<file path="src/hw/rtl/tmf_pkg.sv">
// Shared constants and types of the trimmed mean filter
package tmf_pkg;
  localparam int SAMPLE_W = 32;
  localparam int MEAN_W   = 40;
  localparam int FRAC_W   = 8;
  localparam int SUM_W    = 42;
  localparam int DVD_W    = SUM_W + FRAC_W;
  localparam int DIV_W    = 11;
  localparam int STORE_W  = SAMPLE_W + 1;

  localparam int BATCH_SIZE_DEF = 64;
  localparam int SKIP_COUNT_DEF = 2;
  localparam int TRIM_COUNT_DEF = 4;

  typedef enum logic [2:0] {
    S_IN, S_SWEEP, S_LAST, S_MARK, S_DIV, S_WAIT
  } state_t;
endpackage

</file>
<file path="src/hw/rtl/tmf_mem.sv">
// Sample store: one write port, one registered read port
module tmf_mem #(
  parameter int DEPTH = tmf_pkg::BATCH_SIZE_DEF,
  parameter int AW    = $clog2(DEPTH)
) (
  input  logic                       clk,
  input  logic                       we,
  input  logic [AW-1:0]              waddr,
  input  logic [tmf_pkg::STORE_W-1:0] wdata,
  input  logic [AW-1:0]              raddr,
  output logic [tmf_pkg::STORE_W-1:0] rdata
);
  logic [tmf_pkg::STORE_W-1:0] mem [DEPTH];

  always_ff @(posedge clk) begin
    if (we) begin
      mem[waddr] <= wdata;
    end
    rdata <= mem[raddr];
  end
endmodule

</file>
<file path="src/hw/rtl/tmf_div.sv">
// Divider by a fixed divisor: reciprocal multiply, one partial product per cycle into an accumulator
module tmf_div #(
  parameter int DIVISOR = 1
) (
  input  logic                      clk,
  input  logic                      rst,
  input  logic                      start,
  input  logic [tmf_pkg::DVD_W-1:0] dividend,
  output logic                      done,
  output logic [tmf_pkg::MEAN_W-1:0] quotient
);
  localparam int N_W   = tmf_pkg::DVD_W;
  localparam int L     = $clog2(DIVISOR);
  localparam int SHIFT = N_W + L;
  localparam int M_W   = N_W + 1;
  localparam int P_W   = N_W + M_W;
  localparam int NLO_W = N_W / 2;
  localparam int NHI_W = N_W - NLO_W;
  localparam int MLO_W = (M_W + 1) / 2;
  localparam int MHI_W = M_W - MLO_W;
  localparam int PT_W  = NHI_W + MLO_W;
  // ceil(2^SHIFT / DIVISOR) gives the exact floor for every dividend below 2^N_W
  localparam longint unsigned M_VAL =
    ((64'd1 << SHIFT) + 64'(DIVISOR) - 64'd1) / 64'(DIVISOR);
  localparam logic [M_W-1:0] M = M_W'(M_VAL);

  logic             busy;
  logic [1:0]       step;
  logic [N_W-1:0]   num;
  logic [P_W-1:0]   acc;
  logic [NHI_W-1:0] n_op;
  logic [MLO_W-1:0] m_op;
  logic [PT_W-1:0]  part;
  logic [P_W-1:0]   part_sh;

  // step bit 1 picks the dividend half, bit 0 the reciprocal half
  always_comb begin
    n_op = step[1] ? num[N_W-1:NLO_W] : NHI_W'(num[NLO_W-1:0]);
    m_op = step[0] ? MLO_W'(M[M_W-1:MLO_W]) : M[MLO_W-1:0];
    part = PT_W'(n_op) * PT_W'(m_op);
    case (step)
      2'd0:    part_sh = P_W'(part);
      2'd1:    part_sh = P_W'(part) << MLO_W;
      2'd2:    part_sh = P_W'(part) << NLO_W;
      default: part_sh = P_W'(part) << (NLO_W + MLO_W);
    endcase
  end

  always_ff @(posedge clk) begin
    if (rst) begin
      busy <= 1'b0;
      done <= 1'b0;
      step <= '0;
    end else begin
      done <= busy && !start && (step == 2'd3);
      if (start) begin
        busy <= 1'b1;
        step <= '0;
      end else if (busy) begin
        step <= step + 2'd1;
        if (step == 2'd3) begin
          busy <= 1'b0;
        end
      end
    end
  end

  always_ff @(posedge clk) begin
    if (start) begin
      num <= dividend;
      acc <= '0;
    end else if (busy) begin
      acc <= acc + part_sh;
    end
  end

  assign quotient = tmf_pkg::MEAN_W'(acc >> SHIFT);
endmodule

</file>
<file path="src/hw/rtl/trimmed_mean_filter.sv">
// Trimmed mean filter: samples are written to the store at one per cycle while a running sum of
// the kept samples builds up. After the last sample of a batch the input stalls while 2*TRIM_COUNT
// sweeps over the kept entries, each reading the store through its single read port, find and
// mark the smallest and largest entries and take them off the sum; a reciprocal multiply by the
// fixed count of samples left then forms the mean. The result sits in an output register, and
// the next batch may flow in while it waits to be taken.
module trimmed_mean_filter #(
  parameter int BATCH_SIZE = tmf_pkg::BATCH_SIZE_DEF,
  parameter int SKIP_COUNT = tmf_pkg::SKIP_COUNT_DEF,
  parameter int TRIM_COUNT = tmf_pkg::TRIM_COUNT_DEF
) (
  input  logic                        clk,
  input  logic                        rst,
  input  logic                        in_valid,
  output logic                        in_stall,
  input  logic [tmf_pkg::SAMPLE_W-1:0] sample_value,
  output logic                        out_valid,
  input  logic                        out_stall,
  output logic [tmf_pkg::MEAN_W-1:0]  mean_value
);
  localparam int AW       = $clog2(BATCH_SIZE);
  localparam int LEFT     = BATCH_SIZE - SKIP_COUNT - 2 * TRIM_COUNT;
  localparam bit LEFT_POS = (LEFT > 0);
  localparam int DIVISOR  = LEFT_POS ? LEFT : 1;
  localparam int PW       = $clog2(2 * TRIM_COUNT + 2);

  tmf_pkg::state_t state, state_next;

  logic [AW-1:0]                count;
  logic [AW-1:0]                ra;
  logic [AW-1:0]                ra_q;
  logic                         rv;
  logic [PW-1:0]                pass;
  logic [tmf_pkg::SUM_W-1:0]    sum;
  logic [tmf_pkg::SAMPLE_W-1:0] best_val;
  logic [AW-1:0]                best_addr;
  logic                         found;

  logic                         accept;
  logic                         last;
  logic                         we;
  logic [AW-1:0]                waddr;
  logic [tmf_pkg::STORE_W-1:0]  wdata;
  logic [tmf_pkg::STORE_W-1:0]  rdata;
  logic                         is_max;
  logic                         better;
  logic                         div_start;
  logic                         div_done;
  logic [tmf_pkg::MEAN_W-1:0]   quotient;

  assign in_stall = (state != tmf_pkg::S_IN);
  assign accept   = in_valid && !in_stall;
  assign last     = (count == AW'(BATCH_SIZE - 1));
  assign is_max   = (int'(pass) >= TRIM_COUNT);

  always_comb begin
    if (state == tmf_pkg::S_MARK) begin
      we    = 1'b1;
      waddr = best_addr;
      wdata = {1'b1, best_val};
    end else begin
      we    = accept;
      waddr = count;
      wdata = {1'b0, sample_value};
    end
  end

  // unmarked entry wins if none is held yet or it is strictly better; ties keep the first one seen
  always_comb begin
    if (rdata[tmf_pkg::SAMPLE_W]) begin
      better = 1'b0;
    end else if (!found) begin
      better = 1'b1;
    end else if (is_max) begin
      better = rdata[tmf_pkg::SAMPLE_W-1:0] > best_val;
    end else begin
      better = rdata[tmf_pkg::SAMPLE_W-1:0] < best_val;
    end
  end

  always_comb begin
    state_next = state;
    div_start  = 1'b0;
    case (state)
      tmf_pkg::S_IN: begin
        if (accept && last) begin
          if (LEFT_POS && TRIM_COUNT > 0) begin
            state_next = tmf_pkg::S_SWEEP;
          end else begin
            state_next = tmf_pkg::S_DIV;
            div_start  = 1'b1;
          end
        end
      end
      tmf_pkg::S_SWEEP: begin
        if (ra == AW'(BATCH_SIZE - 1)) begin
          state_next = tmf_pkg::S_LAST;
        end
      end
      tmf_pkg::S_LAST: state_next = tmf_pkg::S_MARK;
      tmf_pkg::S_MARK: begin
        if (int'(pass) == 2 * TRIM_COUNT - 1) begin
          state_next = tmf_pkg::S_DIV;
          div_start  = 1'b1;
        end else begin
          state_next = tmf_pkg::S_SWEEP;
        end
      end
      tmf_pkg::S_DIV: begin
        if (div_done) begin
          state_next = tmf_pkg::S_WAIT;
        end
      end
      tmf_pkg::S_WAIT: begin
        if (!out_valid || !out_stall) begin
          state_next = tmf_pkg::S_IN;
        end
      end
      default: state_next = tmf_pkg::S_IN;
    endcase
  end

  always_ff @(posedge clk) begin
    if (rst) begin
      state     <= tmf_pkg::S_IN;
      count     <= '0;
      rv        <= 1'b0;
      pass      <= '0;
      sum       <= '0;
      found     <= 1'b0;
      out_valid <= 1'b0;
    end else begin
      state <= state_next;
      rv    <= (state == tmf_pkg::S_SWEEP);
      if (state == tmf_pkg::S_WAIT && state_next == tmf_pkg::S_IN) begin
        out_valid <= 1'b1;
      end else if (out_valid && !out_stall) begin
        out_valid <= 1'b0;
      end
      if (accept) begin
        count <= last ? '0 : count + AW'(1);
      end
      if (div_start) begin
        sum <= '0;
      end else if (state == tmf_pkg::S_MARK) begin
        sum <= sum - tmf_pkg::SUM_W'(best_val);
      end else if (accept && int'(count) >= SKIP_COUNT) begin
        sum <= sum + tmf_pkg::SUM_W'(sample_value);
      end
      if (state == tmf_pkg::S_MARK) begin
        found <= 1'b0;
      end else if (rv && better) begin
        found <= 1'b1;
      end
      if (div_start) begin
        pass <= '0;
      end else if (state == tmf_pkg::S_MARK) begin
        pass <= pass + PW'(1);
      end
    end
  end

  always_ff @(posedge clk) begin
    ra_q <= ra;
    if (state == tmf_pkg::S_SWEEP) begin
      ra <= ra + AW'(1);
    end else begin
      ra <= AW'(SKIP_COUNT);
    end
    if (rv && better) begin
      best_val  <= rdata[tmf_pkg::SAMPLE_W-1:0];
      best_addr <= ra_q;
    end
    if (state == tmf_pkg::S_WAIT && state_next == tmf_pkg::S_IN) begin
      mean_value <= quotient;
    end
  end

  tmf_mem #(
    .DEPTH (BATCH_SIZE),
    .AW    (AW)
  ) u_mem (
    .clk   (clk),
    .we    (we),
    .waddr (waddr),
    .wdata (wdata),
    .raddr (ra),
    .rdata (rdata)
  );

  // the sum does not yet hold the last sample when the divide starts from S_IN
  logic [tmf_pkg::SUM_W-1:0] div_sum;
  assign div_sum = !LEFT_POS ? '0 :
                   (state == tmf_pkg::S_IN && int'(count) >= SKIP_COUNT) ?
                   sum + tmf_pkg::SUM_W'(sample_value) :
                   (state == tmf_pkg::S_MARK) ? sum - tmf_pkg::SUM_W'(best_val) : sum;

  tmf_div #(
    .DIVISOR (DIVISOR)
  ) u_div (
    .clk      (clk),
    .rst      (rst),
    .start    (div_start),
    .dividend ({div_sum, tmf_pkg::FRAC_W'(0)}),
    .done     (div_done),
    .quotient (quotient)
  );
endmodule

</file>
<file path="config.mk">
export PLATFORM = sky130hd
export DESIGN_NAME = trimmed_mean_filter
export DESIGN_NICKNAME = d
export VERILOG_FILES = /design/src/hw/rtl/tmf_pkg.sv /design/src/hw/rtl/tmf_mem.sv /design/src/hw/rtl/tmf_div.sv /design/src/hw/rtl/trimmed_mean_filter.sv
export SDC_FILE = /design/constraint.sdc
export NUM_CORES = 2
export LEC_CHECK = 0
export CORE_MARGIN = 10
export CORE_UTILIZATION = 62
export DETAILED_ROUTE_END_ITERATION = 8
export DONT_BUFFER_PORTS = 1
export PLACE_DENSITY = 0.78
export SETUP_SLACK_MARGIN = 0.5
export SKIP_LAST_GASP = 1
export SYNTH_ARGS = -nofsm -noshare
export SYNTH_HDL_FRONTEND = slang
export SYNTH_SLANG_ARGS = --single-unit
</file>
<file path="constraint.sdc">
create_clock -name clk -period 28.1 [get_ports clk]
set_input_delay 7.025 -clock clk [delete_from_list [all_inputs] [get_ports clk]]
set_output_delay 7.025 -clock clk [all_outputs]
set_load 0.1 [all_outputs]
</file>
==> results.cfg <==
[status]
status = finished clean

[cells_and_area]
layoutNonFillerInstCount = 11010
final_core_util = 0.6821
layout_commonest_cell = edfxtp_1
final_area_mm2 = 0.1311
layout_common_cells = edfxtp_1, inv_1, mux2i_1
drive_gt1_frac = 0.1221
flow.area_growth_from_synthesis_pct = 9.716
fin_nets = 9136

[clock_tree]
cts.sinks = 2435
clock_tree.buffer_depth = 3
post_cts_hold_buffer_count = 0
cts_setup_buffers = 0
cts_root_buf = clkbuf_16
clock_latency_ns = 0.93
cts_max_level = 4
ctsResizeCount = 0
cts_inserted_buffers = 236
cts_tree = done
clk_pin_slew_ns = 0.06

[routing]
viasPerCell = 6.760
wl_per_cell_um = 32.03
dr.pass1.iters = 9
drcViolationCount = 0
vias = 74460
drt-met1-wl_mm = 123.1
wl_met2_mm = 170.3
wl_met3_mm = 36.06
top_layer = met5
drt_wl_total_mm = 352.8
first_iter_violations = 9568
ant_nets = 0

[sta]
rsz0062_at_grt = no
report.final.slew_viol_count = 0
finalSetupTns_ns = 0
period_share = 0.4129
period_needed_ns = 11.60
fmax_mhz = 86.20
hold_viol = 0
setup-violations-final = 0
tightest_slew_ns = 1.335
clock_skew_ns = 0.09666
relSlewSlack = 0.1102

[floorplanning]
initial_core_util = 0.6217
die_h_um = 459.0
io_pins = 78
core_mm2 = 0.1922
die_x_um = 459.0
fp-row-count = 161
die_area_mm2 = 0.2107

[setup_path]
critPathMaxFanout = 29
cp-end-kind = register
cpPeakStageDelay_ns = 0.69
crit_top_cell = fa_1
worstPathArrival_ns = 12.32
path_class = reg2reg
ff2ff_path_depth = 39
crit_required_ns = 28.82
cp_slowest_cell = o41ai_2
cp-start-kind = register

[job]
maxCapViolations = 0

[synthesis]
synth_area_leaders = edfxtp_1, mux4_2, fa_1
synth_fp_nets = 9150
synth.top_cell.area_share = 0.5610
synth_edf_count = 2232
avgSynthCellArea_um2 = 14.43
ys_seq_area_frac = 0.5950
ys.flop_type = edfxtp_1
ys_types = 90
syn-cell-area_mm2 = 0.1195
syn_inst = 8281
async_reset_ff_frac = 0
yosys_warnings = 0
ys_seq_elements = 2435
synth_top_cell_by_area = edfxtp_1

[pwr]
p_leak_nw = 46.56
finalPower_mw = 7.814
powerDensity_mw_per_mm2 = 59.61
ir_drop_uv = 78.05

[worst_hold_path]
holdPathStages = 0
hp-class = reg2reg

[global_routing]
grt_max_degree = 129
overflow = 0
grt_use_total = 0.3310
grt_pass1_wl_mm = 509.6
antenna_found_initial = 38
grt_pass1_vias = 74170

[placed_design]
dp_hpwl_mm = 223.5
place_inst = 10560
portBuffers = 0
place_congestion = 0.9678
placed_area_mm2 = 0.1232
==> state kept, by name (all words and copies together), names as in the netlist <==
name / cells
best_addr: 6
best_val: 32
count: 6
found: 1
mean_value: 40
out_valid: 1
pass: 4
ra: 6
ra_q: 6
rv: 1
state: 3
sum: 42
u_div.acc: 96
u_div.busy: 1
u_div.done: 1
u_div.num: 42
u_div.step: 2
u_mem.mem: 2112
u_mem.rdata: 33
==> cells by family after synthesis <==
family                     Yosys count  share of synthesized area
muxes                              879                     0.1111
and+or+nand+nor                   1275                    0.04798
buffers and inverters             1122                    0.03567
AOI/OAI and AO/OA                 1521                    0.08431
DFF                               2435                     0.5950
xor gates and xnor gates           216                    0.01583
adders and majority gates          833                     0.1100
==> stage by stage <==
step,worst slack (ns),hold slack (ns)
floorplan,17.56,0.3290
global placement,16.78,0.3863
detailed placement,16.57,0.3887
CTS,16.56,0.4041
global route,15.70,0.4110
finish,16.50,0.4023
==> metal layers <==
layer / vias to the layer above / track usage
met2: 4893 / 0.5423
met3: 1042 / 0.06767
met5: - / 0
met4: 30 / 0.1821
li1: 31300 / -
met1: 37190 / 0.4157
==> cells in the mapped netlist, drive strengths merged (106+ instances only) <==
| cell type | n |
|---|---|
| mux4 | 358 |
| a21oi | 423 |
| ha | 470 |
| inv | 714 |
| nand2 | 472 |
| xnor2 | 127 |
| o21ai | 269 |
| clkbuf | 302 |
| edfxtp | 2232 |
| o221ai | 230 |
| fa | 363 |
| mux2i | 521 |
| a21o | 145 |
| o22ai | 124 |
| dfxtp | 203 |
| buf | 106 |
| nor2 | 411 |
==> where the power goes <==
group / internal [mW] / leakage [nW] / total [mW] / switching, mW
logic: 0.198 / 20.9 / 0.573 / 0.375
registers: 4.01 / 21.9 / 4.05 / 0.0395
clock network: 1.79 / 3.80 / 3.19 / 1.40
total: 6.00 / 46.6 / 7.81 / 1.81
==> critical path: cells and delay by family (launching register included) <==
| kind | cells | cell delay [ns] |
|---|---|---|
| muxes | 2 | 0.65 |
| DFF | 1 | 0.30 |
| buffers and inverters | 7 | 0.96 |
| AOI/OAI and AO/OA | 12 | 2.92 |
| adders and majority gates | 9 | 4.41 |
| and+or+nand+nor | 8 | 1.77 |
| xor gates and xnor gates | 1 | 0.40 |
==> area by class of cell <==
| class | count | area, um^2 |
|---|---|---|
| inverter | 714 | 2688 |
| sequential | 2435 | 71110 |
| clock inverter | 142 | 1480 |
| fill | 12690 | 61100 |
| antenna | 10 | 25.02 |
| clock buffer | 307 | 6359 |
| multi-input combinational | 4724 | 45020 |
| timing repair buffer | 156 | 1234 |
| tap | 2526 | 3161 |
==> worst paths after layout <==
| kind | startpoint | slack [ns] | end |
|---|---|---|---|
| worst max-delay path | u_div.step[1] | 16.50 | u_div.acc[92] |
| worst min-delay path | ra_q[3] | 0.40 | best_addr[3] |
| worst max register to register | u_div.step[1] | 16.50 | u_div.acc[92] |
| worst min register to register | ra_q[3] | 0.40 | best_addr[3] |
Power figures use the tool's default switching activity.
